<file path="src/sid_pkg.sv">
// Shared types and constants for the scaled image difference error block.
package sid_pkg;

   localparam int MAX_SCALE_DEF = 16;
   localparam int ACC_BITS_DEF  = 48;

   localparam int PIX_W      = 8;
   localparam int DIFF_W     = 8;
   localparam int ROOT_W     = 30;
   localparam int FRAC_BITS  = 8;
   localparam int CSR_ADDR_W = 1;
   localparam int CSR_DATA_W = 5;
   localparam int SCALE_W    = 5;

   localparam int GRP_VAL_W   = 16;
   localparam int GRP_SCALE_W = 7;

   localparam int FIFO_DEPTH = 4;
   localparam int FIFO_PTR_W = 2;

   localparam logic [ROOT_W-1:0] ROOT_MAX = '1;

   localparam logic [CSR_ADDR_W-1:0] REG_DIFF_MODE = 1'd0;
   localparam logic [CSR_ADDR_W-1:0] REG_SCALE_X   = 1'd1;

   typedef enum logic [1:0] {
      MODE_FIRST = 2'd0,
      MODE_AVG   = 2'd1,
      MODE_MAX   = 2'd2,
      MODE_MIN   = 2'd3
   } diff_mode_type;

   typedef enum logic [2:0] {
      ST_IDLE,
      ST_MAG,
      ST_GDIV,
      ST_ACC,
      ST_ROOT,
      ST_RDIV,
      ST_OUT
   } back_state_type;

   typedef struct packed {
      logic signed [GRP_VAL_W-1:0] value;
      logic                        avg;
      logic [GRP_SCALE_W-1:0]      scale;
      logic                        last;
   } group_rec_type;

endpackage

</file>
<file path="src/scaled_image_diff_error.sv">
// Flow: each group passes magnitude, accumulate and output states (and a divide in average mode);
// the frame's last group adds the bit-serial square root, then a root divide in average mode.
// Throughput: one pixel per cycle while the 4-entry group queue has room; the back end
// retires one group at a time, and in average mode waits on the shared bit-serial divider.
// Reset: synchronous, active high; clears the queue, counters, accumulator and result valid,
// and sets diff_mode to first pixel and scale_x to 1.
module scaled_image_diff_error #(
   parameter int MAX_SCALE = sid_pkg::MAX_SCALE_DEF,
   parameter int ACC_BITS  = sid_pkg::ACC_BITS_DEF
) (
   input  logic                            clock,
   input  logic                            reset,
   input  logic                            csr_we,
   input  logic [sid_pkg::CSR_ADDR_W-1:0]  csr_addr,
   input  logic [sid_pkg::CSR_DATA_W-1:0]  csr_wdata,
   input  logic                            req_tvalid,
   output logic                            req_tready,
   input  logic [15:0]                     req_tdata,   // small_pixel[7:0], big_pixel[15:8]
   input  logic                            req_tlast,
   output logic                            rsp_tvalid,
   input  logic                            rsp_tready,
   output logic [39:0]                     rsp_tdata,   // diff_pixel[7:0], root_error[37:8], zero
   output logic                            rsp_tlast
);
   import sid_pkg::*;

   logic                push;
   group_rec_type       push_data;
   logic                fifo_full;
   logic                pop;
   group_rec_type       pop_data;
   logic                fifo_empty;
   logic [DIFF_W-1:0]   rsp_diff;
   logic [ROOT_W-1:0]   rsp_root;

   sid_front #(
      .MAX_SCALE (MAX_SCALE)
   ) u_front (
      .clock         (clock),
      .reset         (reset),
      .csr_we        (csr_we),
      .csr_addr      (csr_addr),
      .csr_wdata     (csr_wdata),
      .req_tvalid    (req_tvalid),
      .req_tready    (req_tready),
      .small_pixel   (req_tdata[7:0]),
      .big_pixel     (req_tdata[15:8]),
      .last_in_frame (req_tlast),
      .fifo_full     (fifo_full),
      .push          (push),
      .push_data     (push_data)
   );

   sid_fifo u_fifo (
      .clock     (clock),
      .reset     (reset),
      .push      (push),
      .push_data (push_data),
      .full      (fifo_full),
      .pop       (pop),
      .pop_data  (pop_data),
      .empty     (fifo_empty)
   );

   sid_back #(
      .MAX_SCALE (MAX_SCALE),
      .ACC_BITS  (ACC_BITS)
   ) u_back (
      .clock      (clock),
      .reset      (reset),
      .fifo_empty (fifo_empty),
      .fifo_data  (pop_data),
      .pop        (pop),
      .rsp_tvalid (rsp_tvalid),
      .rsp_tready (rsp_tready),
      .rsp_diff   (rsp_diff),
      .rsp_last   (rsp_tlast),
      .rsp_root   (rsp_root)
   );

   assign rsp_tdata = {2'b00, rsp_root, rsp_diff};

endmodule

</file>
<file path="src/sid_front.sv">
// Front end: configuration registers, per-pixel group tracking and group record push.
module sid_front #(
   parameter int MAX_SCALE = sid_pkg::MAX_SCALE_DEF
) (
   input  logic                                clock,
   input  logic                                reset,
   input  logic                                csr_we,
   input  logic [sid_pkg::CSR_ADDR_W-1:0]      csr_addr,
   input  logic [sid_pkg::CSR_DATA_W-1:0]      csr_wdata,
   input  logic                                req_tvalid,
   output logic                                req_tready,
   input  logic [sid_pkg::PIX_W-1:0]           small_pixel,
   input  logic [sid_pkg::PIX_W-1:0]           big_pixel,
   input  logic                                last_in_frame,
   input  logic                                fifo_full,
   output logic                                push,
   output sid_pkg::group_rec_type              push_data
);
   import sid_pkg::*;

   localparam int SC_W  = $clog2(MAX_SCALE + 1);
   localparam int SUM_W = $clog2(MAX_SCALE * 255 + 1) + 1;

   diff_mode_type          mode_ff, mode_in;
   logic [SCALE_W-1:0]     scale_ff, scale_in;
   logic [SC_W-1:0]        pos_ff, pos_in;
   logic signed [SUM_W-1:0] sum_ff, sum_in;
   logic signed [8:0]      chosen_ff, chosen_in;

   logic                   accept;
   logic                   first;
   logic                   grp_done;
   logic [SC_W-1:0]        eff_scale;
   logic [SC_W-1:0]        pos_inc;
   logic signed [8:0]      d_bs;
   logic signed [8:0]      d_sb;

   function automatic logic [8:0] mag9(input logic signed [8:0] v);
      return v[8] ? 9'(-v) : 9'(v);
   endfunction

   assign req_tready = !fifo_full;
   assign accept     = req_tvalid && req_tready;
   assign first      = (pos_ff == '0);
   assign pos_inc    = pos_ff + SC_W'(1);
   assign d_bs       = signed'({1'b0, big_pixel}) - signed'({1'b0, small_pixel});
   assign d_sb       = signed'({1'b0, small_pixel}) - signed'({1'b0, big_pixel});

   always_comb begin
      if (scale_ff == '0) begin
         eff_scale = SC_W'(1);
      end else if (int'(scale_ff) > MAX_SCALE) begin
         eff_scale = SC_W'(MAX_SCALE);
      end else begin
         eff_scale = SC_W'(scale_ff);
      end
   end

   assign grp_done = (pos_inc >= eff_scale);

   always_comb begin
      mode_in   = mode_ff;
      scale_in  = scale_ff;
      pos_in    = pos_ff;
      sum_in    = sum_ff;
      chosen_in = chosen_ff;

      if (csr_we) begin
         case (csr_addr)
            REG_DIFF_MODE: mode_in  = diff_mode_type'(csr_wdata[1:0]);
            REG_SCALE_X:   scale_in = csr_wdata;
            default: ;
         endcase
      end

      if (accept) begin
         sum_in = (first ? SUM_W'(0) : sum_ff) + SUM_W'(d_bs);
         if (first) begin
            chosen_in = (mode_ff == MODE_FIRST) ? d_bs : d_sb;
         end else if (mode_ff == MODE_MAX && mag9(d_sb) > mag9(chosen_ff)) begin
            chosen_in = d_sb;
         end else if (mode_ff == MODE_MIN && mag9(d_sb) < mag9(chosen_ff)) begin
            chosen_in = d_sb;
         end
         pos_in = grp_done ? '0 : pos_inc;
      end
   end

   always_comb begin
      push            = accept && grp_done;
      push_data.value = (mode_ff == MODE_AVG) ? GRP_VAL_W'(sum_in) : GRP_VAL_W'(chosen_in);
      push_data.avg   = (mode_ff == MODE_AVG);
      push_data.scale = GRP_SCALE_W'(eff_scale);
      push_data.last  = last_in_frame;
   end

   always_ff @(posedge clock) begin
      if (reset) begin
         mode_ff   <= MODE_FIRST;
         scale_ff  <= SCALE_W'(1);
         pos_ff    <= '0;
         sum_ff    <= '0;
         chosen_ff <= '0;
      end else begin
         mode_ff   <= mode_in;
         scale_ff  <= scale_in;
         pos_ff    <= pos_in;
         sum_ff    <= sum_in;
         chosen_ff <= chosen_in;
      end
   end

`ifndef NO_ASSERTIONS
   a_push_room: assert property (@(posedge clock) disable iff (reset)
      push |-> !fifo_full)
      else $error("group record pushed into full queue");
`endif

endmodule

</file>
<file path="src/sid_fifo.sv">
// Short queue of group records between the front end and the back end.
module sid_fifo (
   input  logic                    clock,
   input  logic                    reset,
   input  logic                    push,
   input  sid_pkg::group_rec_type  push_data,
   output logic                    full,
   input  logic                    pop,
   output sid_pkg::group_rec_type  pop_data,
   output logic                    empty
);
   import sid_pkg::*;

   group_rec_type           mem_ff [FIFO_DEPTH];
   logic [FIFO_PTR_W-1:0]   wr_ptr_ff, wr_ptr_in;
   logic [FIFO_PTR_W-1:0]   rd_ptr_ff, rd_ptr_in;
   logic [FIFO_PTR_W:0]     count_ff, count_in;

   assign full     = (count_ff == (FIFO_PTR_W + 1)'(FIFO_DEPTH));
   assign empty    = (count_ff == '0);
   assign pop_data = mem_ff[rd_ptr_ff];

   always_comb begin
      wr_ptr_in = push ? wr_ptr_ff + FIFO_PTR_W'(1) : wr_ptr_ff;
      rd_ptr_in = pop  ? rd_ptr_ff + FIFO_PTR_W'(1) : rd_ptr_ff;
      count_in  = count_ff;
      if (push && !pop) begin
         count_in = count_ff + (FIFO_PTR_W + 1)'(1);
      end else if (pop && !push) begin
         count_in = count_ff - (FIFO_PTR_W + 1)'(1);
      end
   end

   always_ff @(posedge clock) begin
      if (push) begin
         mem_ff[wr_ptr_ff] <= push_data;
      end
   end

   always_ff @(posedge clock) begin
      if (reset) begin
         wr_ptr_ff <= '0;
         rd_ptr_ff <= '0;
         count_ff  <= '0;
      end else begin
         wr_ptr_ff <= wr_ptr_in;
         rd_ptr_ff <= rd_ptr_in;
         count_ff  <= count_in;
      end
   end

`ifndef NO_ASSERTIONS
   a_pop_nonempty: assert property (@(posedge clock) disable iff (reset)
      pop |-> !empty)
      else $error("pop from empty queue");
`endif

endmodule

</file>
<file path="src/sid_div.sv">
// Shared restoring divider, one quotient bit per cycle, by the group scale.
module sid_div #(
   parameter int DIV_W   = 32,
   parameter int SC_W    = 5,
   parameter int SHORT_W = sid_pkg::DIFF_W
) (
   input  logic             clock,
   input  logic             reset,
   input  logic             start,
   input  logic             quot8,
   input  logic [DIV_W-1:0] dividend,
   input  logic [SC_W-1:0]  divisor,
   output logic             busy,
   output logic             done,
   output logic [DIV_W-1:0] quotient
);
   import sid_pkg::*;

   localparam int CNT_W = $clog2(DIV_W + 1);

   logic [CNT_W-1:0] cnt_ff, cnt_in;
   logic [SC_W-1:0]  rem_ff, rem_in;
   logic [DIV_W-1:0] q_ff, q_in;
   logic [SC_W-1:0]  dvs_ff, dvs_in;
   logic             done_ff, done_in;

   logic [SC_W:0]    trial;
   logic             ge;

   assign trial    = {rem_ff, q_ff[DIV_W-1]};
   assign ge       = (trial >= {1'b0, dvs_ff});
   assign busy     = (cnt_ff != '0);
   assign done     = done_ff;
   assign quotient = q_ff;

   always_comb begin
      cnt_in  = cnt_ff;
      rem_in  = rem_ff;
      q_in    = q_ff;
      dvs_in  = dvs_ff;
      done_in = 1'b0;
      if (start) begin
         dvs_in = divisor;
         if (quot8) begin
            cnt_in = CNT_W'(SHORT_W);
            q_in   = dividend << (DIV_W - SHORT_W);
            rem_in = '0;
         end else begin
            cnt_in = CNT_W'(DIV_W);
            q_in   = dividend;
            rem_in = '0;
         end
      end else if (busy) begin
         rem_in  = ge ? SC_W'(trial - {1'b0, dvs_ff}) : SC_W'(trial);
         q_in    = {q_ff[DIV_W-2:0], ge};
         cnt_in  = cnt_ff - CNT_W'(1);
         done_in = (cnt_ff == CNT_W'(1));
      end
   end

   always_ff @(posedge clock) begin
      if (reset) begin
         cnt_ff  <= '0;
         done_ff <= 1'b0;
      end else begin
         cnt_ff  <= cnt_in;
         done_ff <= done_in;
      end
      rem_ff <= rem_in;
      q_ff   <= q_in;
      dvs_ff <= dvs_in;
   end

endmodule

</file>
<file path="src/sid_back.sv">
// Back end: group difference, squared-error accumulation, frame root and result register.
module sid_back #(
   parameter int MAX_SCALE = sid_pkg::MAX_SCALE_DEF,
   parameter int ACC_BITS  = sid_pkg::ACC_BITS_DEF
) (
   input  logic                          clock,
   input  logic                          reset,
   input  logic                          fifo_empty,
   input  sid_pkg::group_rec_type        fifo_data,
   output logic                          pop,
   output logic                          rsp_tvalid,
   input  logic                          rsp_tready,
   output logic [sid_pkg::DIFF_W-1:0]    rsp_diff,
   output logic                          rsp_last,
   output logic [sid_pkg::ROOT_W-1:0]    rsp_root
);
   import sid_pkg::*;

   localparam int SC_W    = $clog2(MAX_SCALE + 1);
   localparam int MAG_W   = $clog2(MAX_SCALE * 255 + 1);
   localparam int SQ_W    = 2 * MAG_W;
   localparam int ROOT_IT = (ACC_BITS + 1) / 2 + FRAC_BITS;
   localparam int RAD_W   = 2 * ROOT_IT;
   localparam int REM_W   = ROOT_IT + 2;
   localparam int CNT_W   = $clog2(ROOT_IT + 1);

   back_state_type          state_ff, state_in;
   group_rec_type           rec_ff, rec_in;
   logic [SQ_W-1:0]         sq_ff, sq_in;
   logic [ACC_BITS-1:0]     acc_ff, acc_in;
   logic [RAD_W-1:0]        rad_ff, rad_in;
   logic [REM_W-1:0]        rem_ff, rem_in;
   logic [ROOT_IT-1:0]      root_ff, root_in;
   logic [CNT_W-1:0]        cnt_ff, cnt_in;
   logic [DIFF_W-1:0]       diff_ff, diff_in;
   logic [ROOT_IT-1:0]      res_ff, res_in;
   logic                    rsp_valid_ff, rsp_valid_in;
   logic [DIFF_W-1:0]       rsp_diff_ff, rsp_diff_in;
   logic                    rsp_last_ff, rsp_last_in;
   logic [ROOT_W-1:0]       rsp_root_ff, rsp_root_in;

   logic [GRP_VAL_W-1:0]    mag_full;
   logic [MAG_W-1:0]        mag;
   logic [ACC_BITS:0]       acc_sum;
   logic [ACC_BITS-1:0]     acc_next;
   logic [REM_W-1:0]        rem_sh;
   logic [REM_W-1:0]        trial;
   logic                    ge_root;
   logic [REM_W-1:0]        rem_step;
   logic [ROOT_IT-1:0]      root_step;
   logic [DIFF_W-1:0]       q8;
   logic [ROOT_W-1:0]       root_sat;

   logic                    div_start;
   logic                    div_quot8;
   logic [ROOT_IT-1:0]      div_dividend;
   logic                    div_busy;
   logic                    div_done;
   logic [ROOT_IT-1:0]      div_quotient;

   sid_div #(
      .DIV_W   (ROOT_IT),
      .SC_W    (SC_W),
      .SHORT_W (MAG_W)
   ) u_div (
      .clock    (clock),
      .reset    (reset),
      .start    (div_start),
      .quot8    (div_quot8),
      .dividend (div_dividend),
      .divisor  (SC_W'(rec_ff.scale)),
      .busy     (div_busy),
      .done     (div_done),
      .quotient (div_quotient)
   );

   assign mag_full = rec_ff.value[GRP_VAL_W-1] ? GRP_VAL_W'(-rec_ff.value)
                                               : GRP_VAL_W'(rec_ff.value);
   assign mag      = MAG_W'(mag_full);
   assign acc_sum  = {1'b0, acc_ff} + (ACC_BITS + 1)'(sq_ff);
   assign acc_next = acc_sum[ACC_BITS] ? {ACC_BITS{1'b1}} : acc_sum[ACC_BITS-1:0];

   assign rem_sh    = {rem_ff[REM_W-3:0], rad_ff[RAD_W-1 -: 2]};
   assign trial     = {root_ff, 2'b01};
   assign ge_root   = (rem_sh >= trial);
   assign rem_step  = ge_root ? rem_sh - trial : rem_sh;
   assign root_step = {root_ff[ROOT_IT-2:0], ge_root};

   assign q8       = div_quotient[DIFF_W-1:0];
   assign root_sat = (64'(res_ff) > 64'(ROOT_MAX)) ? ROOT_MAX : ROOT_W'(res_ff);

   always_comb begin
      state_in     = state_ff;
      rec_in       = rec_ff;
      sq_in        = sq_ff;
      acc_in       = acc_ff;
      rad_in       = rad_ff;
      rem_in       = rem_ff;
      root_in      = root_ff;
      cnt_in       = cnt_ff;
      diff_in      = diff_ff;
      res_in       = res_ff;
      rsp_diff_in  = rsp_diff_ff;
      rsp_last_in  = rsp_last_ff;
      rsp_root_in  = rsp_root_ff;
      rsp_valid_in = rsp_valid_ff && !rsp_tready;
      pop          = 1'b0;
      div_start    = 1'b0;
      div_quot8    = 1'b0;
      div_dividend = '0;

      case (state_ff)
         ST_IDLE: begin
            if (!fifo_empty) begin
               pop      = 1'b1;
               rec_in   = fifo_data;
               state_in = ST_MAG;
            end
         end
         ST_MAG: begin
            sq_in = mag * mag;
            if (rec_ff.avg) begin
               div_start    = 1'b1;
               div_quot8    = 1'b1;
               div_dividend = ROOT_IT'(mag);
               state_in     = ST_GDIV;
            end else begin
               diff_in  = rec_ff.value[DIFF_W-1:0];
               state_in = ST_ACC;
            end
         end
         ST_GDIV: begin
            if (div_done) begin
               diff_in  = rec_ff.value[GRP_VAL_W-1] ? (~q8 + DIFF_W'(1)) : q8;
               state_in = ST_ACC;
            end
         end
         ST_ACC: begin
            if (rec_ff.last) begin
               acc_in   = '0;
               rad_in   = RAD_W'({acc_next, {(2 * FRAC_BITS){1'b0}}});
               rem_in   = '0;
               root_in  = '0;
               cnt_in   = CNT_W'(ROOT_IT);
               state_in = ST_ROOT;
            end else begin
               acc_in   = acc_next;
               res_in   = '0;
               state_in = ST_OUT;
            end
         end
         ST_ROOT: begin
            rad_in  = rad_ff << 2;
            rem_in  = rem_step;
            root_in = root_step;
            cnt_in  = cnt_ff - CNT_W'(1);
            if (cnt_ff == CNT_W'(1)) begin
               if (rec_ff.avg) begin
                  div_start    = 1'b1;
                  div_dividend = root_step;
                  state_in     = ST_RDIV;
               end else begin
                  res_in   = root_step;
                  state_in = ST_OUT;
               end
            end
         end
         ST_RDIV: begin
            if (div_done) begin
               res_in   = div_quotient;
               state_in = ST_OUT;
            end
         end
         ST_OUT: begin
            if (!rsp_valid_ff || rsp_tready) begin
               rsp_valid_in = 1'b1;
               rsp_diff_in  = diff_ff;
               rsp_last_in  = rec_ff.last;
               rsp_root_in  = rec_ff.last ? root_sat : '0;
               state_in     = ST_IDLE;
            end
         end
         default: begin
            state_in = ST_IDLE;
         end
      endcase
   end

   always_ff @(posedge clock) begin
      if (reset) begin
         state_ff     <= ST_IDLE;
         acc_ff       <= '0;
         rsp_valid_ff <= 1'b0;
         cnt_ff       <= '0;
      end else begin
         state_ff     <= state_in;
         acc_ff       <= acc_in;
         rsp_valid_ff <= rsp_valid_in;
         cnt_ff       <= cnt_in;
      end
      rec_ff      <= rec_in;
      sq_ff       <= sq_in;
      rad_ff      <= rad_in;
      rem_ff      <= rem_in;
      root_ff     <= root_in;
      diff_ff     <= diff_in;
      res_ff      <= res_in;
      rsp_diff_ff <= rsp_diff_in;
      rsp_last_ff <= rsp_last_in;
      rsp_root_ff <= rsp_root_in;
   end

   assign rsp_tvalid = rsp_valid_ff;
   assign rsp_diff   = rsp_diff_ff;
   assign rsp_last   = rsp_last_ff;
   assign rsp_root   = rsp_root_ff;

`ifndef NO_ASSERTIONS
   a_div_idle_start: assert property (@(posedge clock) disable iff (reset)
      div_start |-> !div_busy)
      else $error("divider started while busy");

   a_root_count: assert property (@(posedge clock) disable iff (reset)
      (state_ff == ST_ROOT) |-> (cnt_ff != '0))
      else $error("root iteration with exhausted count");

   a_frame_clear: assert property (@(posedge clock) disable iff (reset)
      (state_ff == ST_OUT && rec_ff.last) |-> (acc_ff == '0))
      else $error("accumulator not cleared at frame end");
`endif

endmodule
</file>
<file path="config.mk">
export PLATFORM = sky130hd
export DESIGN_NAME = scaled_image_diff_error
export DESIGN_NICKNAME = d
export VERILOG_FILES = /design/src/sid_pkg.sv /design/src/scaled_image_diff_error.sv /design/src/sid_front.sv /design/src/sid_fifo.sv /design/src/sid_div.sv /design/src/sid_back.sv
export SDC_FILE = /design/constraint.sdc
export NUM_CORES = 1
export LEC_CHECK = 0
export BUFFER_PORTS_ARGS = -buffer_cell sky130_fd_sc_hd__buf_2
export CAP_MARGIN = 25
export CORE_AREA = 2 2 337 339
export DETAILED_ROUTE_END_ITERATION = 10
export DIE_AREA = 0 0 339 341
export SLEW_MARGIN = 30
export SYNTH_ARGS = -nofsm -noshare
export SYNTH_HDL_FRONTEND = slang
export SYNTH_SLANG_ARGS = --single-unit
</file>
<file path="constraint.sdc">
create_clock -name clock -period 8 [get_ports clock]
set_input_delay 1.6 -clock clock [delete_from_list [all_inputs] [get_ports clock]]
set_output_delay 1.6 -clock clock [all_outputs]
set_load 0.02 [all_outputs]
</file>
Word level (Yosys, flattened, before mapping):

Memory sizes are Yosys's and may differ from the RTL's. A register that Yosys moved wholly into a read port is not among the register bits.
Index checks and enable logic that the tools add are counted.

* flip-flop bits (word level): 379
* RAM bits: 92
* input bits: 28
* logic and storage cells: 177
* memories: 1

* $add $sub $neg: 17
* $mul: 1
* $lt $le $gt $ge: 7
* eq/ne operators: 21
* muxes and demuxes: 67
* bitwise operators: 4
* reductions and logical operators: 33

Memory list
* u_fifo.mem_ff: depth 4, bits a word 23, read ports 1, clocked after Yosys merged registers in 1, wr ports 1, RTL line sid_fifo.sv:14 `group_rec_type mem_ff [FIFO_DEPTH];`

Operators with widths (number)
* $mux W32: 12
* $pmux W32 S2: 3
* $pmux W64 S2: 1
* $mux W48: 2
* $pmux W32 S3: 1
* $mux W64: 1
* $mux W9: 7
* $add A48 B24 Y49: 1
* $ge A34 B34 Y1: 1
* $gt A32 B30 Y1 const B: 1
* $sub A32 B32 Y32: 1
* $mux W30: 1
* $mux W13: 2
* $mul A12 B12 Y24: 1
* $mux W12: 2
* $mux W6: 4
* $mux W8: 3
* $mux W3: 7
* $pmux W3 S7: 1
* $mux W5: 4
* $neg A9 Y9: 2
* $sub A8 B8 Y9: 2
* $mux W16: 1
* $pmux W8 S2: 1
* other kinds (41): 88

Longest topological paths before layout:

Gate-level depths: netlist of the first run.

* depth in word-level cells: 10
* gate-level depth with buffers: 27
* mapped depth without buffers: 27

By module:

A second synthesis of the first run with hierarchy kept.

* cells, all modules: 2936
* area, all modules: 29798.6 µm²

Modules (own cells, without submodules)
* sid_back: instances 1, cells an instance 1987, area each 19258.5 µm²
* sid_fifo: instances 1, cells an instance 175, area each 4080.2 µm²
* sid_front: instances 1, cells an instance 536, area each 3982.6 µm²
* sid_div: instances 1, cells an instance 235, area each 2458.6 µm²
* scaled_image_diff_error: instances 1, cells an instance 3, area each 18.8 µm²

Worst setup path before layout of the first run:

No wires, ideal clock.

* kind: register -> register
* from: reg u_back.rec_ff[9] (netlist bit)
* to: reg u_back.sq_ff[23] (data pin)
* arrival: 6664 ps
* data required time: 7742 ps
* slack: 1078 ps
* cell stages (with the launch flop): 27
* clock period less this slack: 6922 ps
* cells stage by stage: edfxtp_1 > clkinv_1 > ha_1 > nand2_1 > or4_1 > o41ai_1 > xor2_1 > buf_2 > nor2_1 > inv_1 > fa_1 > inv_1 > fa_1 > fa_1 > fa_1 > inv_1 > fa_1 > inv_1 > ha_1 > and3_1 > a21oi_1 > a31oi_1 > o31a_1 > o41ai_1 > o21bai_1 > a21oi_1 > xnor2_1

* word-level cells in the longest chain between the ends: 3

Ends and longest elaborated chain
* start: declaration: RTL line sid_back.sv:28 `group_rec_type rec_ff, rec_in;`
* start signal: assignment: RTL line sid_back.sv:201 `rec_ff <= rec_in;`
* $neg A12 Y12: RTL line sid_back.sv:77 `assign mag_full = rec_ff.value[GRP_VAL_W-1] ? GRP_VAL_W'(-rec_ff.value)`
* $mux W12 *: RTL line sid_back.sv:77
* $mul A12 B12 Y24 *: RTL line sid_back.sv:121 `sq_in = mag * mag;`
* end signal: assignment: RTL line sid_back.sv:202 `sq_ff <= sq_in;`
* end: declaration: RTL line sid_back.sv:29 `logic [SQ_W-1:0] sq_ff, sq_in;`

Mark *: on every way between the ends. The rest lies on a longest branch, timed or not.
A chain may end at the register's enable or synchronous reset.

Final worst setup path of the first run:

Same ends and word-level chain as after synthesis.

==> impl_metrics.py, run 1 <==
metrics = {
    "die": {
        "core_area_um2": 112000,
        "die_x_um": 339,
        "fp.dieH_um": 341,
        "std_cell_rows": 123,
        "start_util": 0.248,
        "io_pins": 71,
        "die_area_um2": 116000,
    },
    "grt": {
        "grt_pass1_vias": 19300,
        "grt_usage": 0.112,
        "grt_max_degree": 82,
        "grt_overflow": 0,
        "antenna_found_initial": 1,
        "grt_pass1_wl_um": 106000,
    },
    "sta": {
        "min_period_ns": 7.36,
        "setup_ws_ns": 0.638,
        "fin_skew_ns": 0.0296,
        "max_freq_ghz": 0.136,
        "tightestPinTransition_ns": 0.999,
        "period_share": 0.920,
        "rsz0062_at_grt": "no",
        "totalNegativeSetupSlack_ns": 0,
        "drv_slew": 0,
        "setup_viol": 0,
        "hold_viol": 0,
        "slew_headroom": 0.329,
    },
    "synth": {
        "avgSynthCellArea_um2": 10.4,
        "async_reset_ff_frac": 0,
        "synth-warning-count": 0,
        "synth_edf_count": 351,
        "synth-seq-area-share": 0.459,
        "synth-seq-cells": 462,
        "syn_inst": 2672,
        "syn_area_um2": 27800,
        "ys_dominant_reg_cell": "edfxtp_1",
        "synth_cell_type_count": 89,
    },
    "setup_path": {
        "endpoint_kind": "register",
        "r2r_slack_ns": 0.64,
        "worst-setup-path-type": "register to register",
        "crit_path_max_fanout": 11,
        "crit_path_max_incr_delay_ns": 0.55,
        "worst-path-stages": 26,
        "crit_family": "adder cells",
        "slowest_stage": "fa_1",
        "crit_arrival_ns": 7.72,
        "worst-path-buf-inv": 6,
        "cp-start-kind": "register",
        "worstPathRequired_ns": 8.36,
        "crit_top_cell": "fa_1",
        "worst_r2r_path_depth": 26,
    },
    "clocking": {
        "cts_buffer_depth": 3,
        "clkSinkCount": 462,
        "cts_setup_buffers": 0,
        "cts.clk_slew.worst_paths_ns": 0.06,
        "root_buffer": "clkbuf_16",
        "ctsHtreeMaxLevel": 2,
        "tritoncts": "done",
        "cts_resized": 0,
        "numCtsBuffers": 48,
        "cts_hold_buf": 0,
        "insertion_delay_ns": 0.61,
    },
    "placement": {
        "place_ws_ns": 0.524,
        "hpwl_um": 46300,
        "io_buffers": 68,
        "placed_cells": 4156,
        "dpl_cell_area_um2": 29800,
        "gp_congestion": 0.872,
    },
    "cells_and_area": {
        "nets": 2995,
        "final_cell_mix": "351 x edfxtp_1, 323 x nor2_1, 244 x inv_1",
        "area_growth_pct": 13.4,
        "final_common_cell": "edfxtp_1",
        "n_antenna_cell": 0,
        "final_area_um2": 31500,
        "drive_gt1_frac": 0.0896,
        "fin_cells": 4245,
    },
    "detailed_routing": {
        "vias": 19600,
        "wire_per_inst_um": 15.4,
        "dr.pass1.iters": 5,
        "ant_nets": 0,
        "drc": 0,
        "via_per_inst": 4.61,
        "first_iter_violations": 1418,
        "wl_um": 65200,
    },
    "worst_hold_path": {
        "hold_class": "register to register",
        "hold_depth": 0,
    },
    "status": {
        "outcome": "complete, no violations",
    },
    "flow_run": {
        "max-cap-violations": 0,
    },
}
-- per-stage QoR --
stage	utilization	hold slack, ns
floorplan	-	0.400
global placement	0.266	0.402
detailed placement	0.267	0.407
CTS	0.281	0.415
global route	0.282	0.431
finish	0.282	0.416
-- kinds of logic (layout without fill, tap and decap cells) --
kind of cell | Yosys count | in the layout | share of synthesized area
compound gates | 618 | 618 | 0.144
xor+xnor | 154 | 154 | 0.0485
fa+ha+maj | 260 | 260 | 0.140
buf+inv | 366 | 438 | 0.0513
flops | 462 | 462 | 0.459
mux | 59 | 59 | 0.0304
other cells | 1 | 2 | 0.000135
simple gates | 752 | 752 | 0.126
-- sequential cells by signal (all words and copies together) (netlist names), 6 cells and up --
register	count
u_back.res_ff	32
u_back.u_div.cnt_ff	6
u_front.sum_ff	13
u_back.u_div.quotient	32
u_back.rad_ff	48
u_back.rec_ff	20
u_back.cnt_ff	6
u_back.sq_ff	23
u_back.diff_ff	8
u_back.root_ff	32
u_back.rsp_root	30
u_fifo.mem_ff	80
u_back.rem_ff	32
u_back.acc_ff	48
u_front.chosen_ff	9
u_back.rsp_diff	8
-- metal layers --
layer | routed length, um | up-vias | track usage | share of wire
li1 | - | 9567 | - | -
met3 | 4290 | 96 | 0.0275 | 0.066
met2 | 28600 | 425 | 0.174 | 0.44
met5 | 0 | - | 0 | 0
met4 | 1680 | 0 | 0.0367 | 0.026
met1 | 30700 | 9465 | 0.153 | 0.47
-- area by class of cell --
cell class / instances / area [um2]
Sequential cell: 462 / 12800
Multi-Input combinational cell: 1845 / 13700
Clock inverter: 30 / 353
Fill cell: 11700 / 80400
Inverter: 250 / 938
Timing Repair Buffer: 100 / 601
Tap cell: 1500 / 1880
Clock buffer: 58 / 1290
-- worst reg2reg max path: stages, from the launching register on --
cell	delay, ns
edfxtp_1	0.52
clkinv_1	0.11
ha_1	0.16
nand2_1	0.08
or4_1	0.42
o41ai_1	0.49
xor2_1	0.12
buf_4	0.21
nor2_1	0.15
inv_1	0.09
fa_1	0.53
inv_1	0.05
fa_1	0.50
fa_1	0.53
fa_1	0.55
inv_1	0.06
fa_1	0.53
inv_1	0.04
ha_1	0.36
and3_1	0.19
a21oi_1	0.16
a31oi_1	0.13
o31a_1	0.28
o41ai_1	0.44
o21bai_1	0.14
a21oi_1	0.21
xnor2_1	0.08
-- Yosys cell counts (37+ instances only) --
master / number / area share
clkbuf_1: 83 / 0.011
a21oi_1: 173 / 0.031
nor3_1: 43 / 0.0077
nor2_1: 324 / 0.044
o21a_1: 47 / 0.013
o21ai_0: 101 / 0.018
inv_1: 244 / 0.033
xnor2_1: 87 / 0.027
fa_1: 86 / 0.062
edfxtp_1: 351 / 0.38
xor2_1: 67 / 0.021
nand2_1: 159 / 0.021
a22oi_1: 37 / 0.010
dfxtp_1: 111 / 0.080
a31oi_1: 47 / 0.011
ha_1: 174 / 0.078
a21o_1: 73 / 0.020
nand3_1: 49 / 0.0088
-- final timing paths --
path	end	startpoint
min	u_back.u_div.dvs_ff[4]	u_back.rec_ff[5]
max reg2reg	u_back.sq_ff[23]	u_back.rec_ff[9]
min reg2reg	u_back.u_div.dvs_ff[4]	u_back.rec_ff[5]
max	u_back.sq_ff[23]	u_back.rec_ff[9]
Power of run 1 is left out: the tool's default activity adds up to more than one toggle a clock period on the data nets, which glitch-free logic cannot reach.
==> inputs of run 2 (changes only) <==
--- a/config.mk
+++ b/config.mk
@@ -10,6 +10,7 @@
 export CORE_AREA = 2 2 337 339
 export DETAILED_ROUTE_END_ITERATION = 10
 export DIE_AREA = 0 0 339 341
+export RECOVER_POWER = 25
 export SLEW_MARGIN = 30
 export SYNTH_ARGS = -nofsm -noshare
 export SYNTH_HDL_FRONTEND = slang
==> constraint.sdc (replaced) <==
create_clock -name clock -period 7.15 [get_ports clock]
set_input_delay 1.43 -clock clock [delete_from_list [all_inputs] [get_ports clock]]
set_output_delay 1.43 -clock clock [all_outputs]
set_load 0.02 [all_outputs]
==> run 2 against run 1 <==
The flow now finishes with violations (capacitance limit, slew limit); utilization rose by 0.074 points; critical path type unchanged; clock skew fell by 0.0028 ns; highest routed layer is now met5; worst hold slack improved by 0.00086 ns.
==> impl_metrics.py, run 2 (synthesized netlist as in run 1, its figures left out) <==
metrics = {
    "status": {
        "violations": "capacitance limit, slew limit",
        "outcome": "complete, but fails checks",
    },
    "detailed_routing": {
        "ant_nets": 0,
        "drc": 0,
        "wire_per_inst_um": 15.3,
        "dr.pass1.iters": 5,
        "first_iter_violations": 1387,
        "wl_um": 65200,
        "vias": 19600,
        "via_per_inst": 4.60,
    },
    "die": {
        "fp.dieH_um": 341,
        "die_area_um2": 116000,
        "io_pins": 71,
        "core_area_um2": 112000,
        "start_util": 0.248,
        "die_x_um": 339,
        "std_cell_rows": 123,
    },
    "clocking": {
        "cts_buffer_depth": 3,
        "cts_setup_buffers": 0,
        "tritoncts": "done",
        "cts.clk_slew.worst_paths_ns": 0.06,
        "root_buffer": "clkbuf_16",
        "ctsHtreeMaxLevel": 2,
        "clkSinkCount": 462,
        "numCtsBuffers": 49,
        "insertion_delay_ns": 0.61,
    },
    "cells_and_area": {
        "final_cell_mix": "351 x edfxtp_1, 323 x nor2_1, 245 x inv_1",
        "area_growth_pct": 13.7,
        "final_area_um2": 31600,
        "fillCellCount": 11700,
        "nets": 3007,
        "final_util": 0.282,
        "drive_gt1_frac": 0.0896,
        "largestRegisters": "u_fifo.mem_ff (80), u_back.acc_ff (48), u_back.rad_ff (48)",
        "n_antenna_cell": 0,
        "final_common_cell": "edfxtp_1",
        "largest_reg_flops": 80,
        "top_register": "u_fifo.mem_ff",
    },
    "sta": {
        "hold_viol": 0,
        "period_share": 0.949,
        "max_freq_ghz": 0.147,
        "drv_slew": 145,
        "fin_skew_ns": 0.0268,
        "tightestPinTransition_ns": 2.55,
        "holdWs_ns": 0.417,
        "setup_viol": 0,
        "min_period_ns": 6.78,
        "slew_headroom": -0.702,
    },
    "placement": {
        "gp_congestion": 0.871,
        "dpl_cell_area_um2": 29900,
        "io_buffers": 68,
        "hpwl_um": 46900,
    },
    "grt": {
        "grt_pass1_wl_um": 105000,
        "antenna_found_initial": 2,
        "grt_max_degree": 82,
        "grt_overflow": 0,
        "grt_usage": 0.112,
        "grt_pass1_vias": 19200,
    },
    "setup_path": {
        "cp-start-kind": "register",
        "crit_path_end": "u_back.sq_ff[23]",
        "r2r-start": "u_back.rec_ff[10]",
        "crit_path_max_fanout": 7,
        "worst_r2r_path_depth": 26,
        "endpoint_kind": "register",
        "r2r_end": "u_back.sq_ff[23]",
        "worstPathRequired_ns": 7.51,
        "r2r_slack_ns": 0.37,
        "crit_arrival_ns": 7.14,
        "crit_start": "u_back.rec_ff[10]",
        "worst-setup-path-type": "register to register",
    },
    "flow_run": {
        "max-cap-violations": 4,
    },
    "worst_hold_path": {
        "hold_class": "register to register",
    },
}
==> run 2: cell count changes in the layout (fill, tap and decap cells not counted), sizes merged <==
cell and change:
buf +5, bufinv +2, clkinvlp -5, inv -1
clkbuf +10, clkinv +1
==> run 2: cell type report <==
class                           instances  area [um2]  share of cell area
Sequential cell                       462       12800               0.404
Inverter                              250         938              0.0297
Timing Repair Buffer                  111         647              0.0205
Tap cell                             1500        1880              0.0594
Clock buffer                           62        1290              0.0410
Clock inverter                         27         377              0.0119
Multi-Input combinational cell       1845       13700               0.433
==> run 2: worst max-delay path, stage by stage (launching register included) <==
cell	delay [ns]
edfxtp_1	0.40
inv_1	0.12
ha_1	0.18
nand2_1	0.08
or4_1	0.42
o41ai_1	0.26
buf_4	0.19
xor2_2	0.21
nor2_1	0.13
fa_1	0.52
inv_1	0.05
fa_1	0.53
inv_1	0.06
fa_1	0.50
fa_1	0.55
inv_1	0.06
fa_1	0.52
inv_1	0.04
ha_1	0.36
and3_1	0.17
a21oi_1	0.16
a31oi_1	0.12
o31a_1	0.30
o41ai_4	0.26
o21bai_1	0.10
a21oi_1	0.18
xnor2_1	0.08
==> run 2: worst min path at each step <==
stage / slack (ns) / to / cells after the start / start
6_report: 0.42 / u_back.u_div.dvs_ff[2] / 0 / u_back.rec_ff[3]
4_1_cts: 0.42 / u_back.u_div.dvs_ff[2] / 0 / u_back.rec_ff[3]
2_1_floorplan: 0.40 / u_back.rsp_diff[0] / 0 / u_back.diff_ff[0]
3_3_place_gp: 0.40 / u_back.u_div.dvs_ff[3] / 0 / u_back.rec_ff[4]
3_5_place_dp: 0.40 / u_back.u_div.dvs_ff[1] / 0 / u_back.rec_ff[2]
5_1_grt: 0.42 / u_back.u_div.dvs_ff[1] / 0 / u_back.rec_ff[2]
==> run 2: routing by layer <==
metal	track usage	up-vias	part of all wire
met5	0	-	0.00020
li1	-	9584	-
met1	0.155	9481	0.47
met3	0.0233	76	0.061
met4	0.0293	2	0.020
met2	0.177	425	0.45
==> run 2: timing repair <==
item / in CTS / in global routing
endpoints found under the setup margin: 0 / 4
gates resized for setup: 0 / 5
hold buffers: 0 / 0
==> run 2: stage by stage <==
step / instances / TNS (ns) / setup WS, ns
2_1_floorplan: 2673 / 0 / 0.228
3_3_place_gp: 4167 / 0 / 0.193
3_5_place_dp: 4168 / 0 / 0.0779
4_1_cts: 4257 / 0 / 0.0641
5_1_grt: 4257 / -0.0151 / -0.0151
6_report: 4257 / 0 / 0.366
Power of run 2 is left out for the same reason.
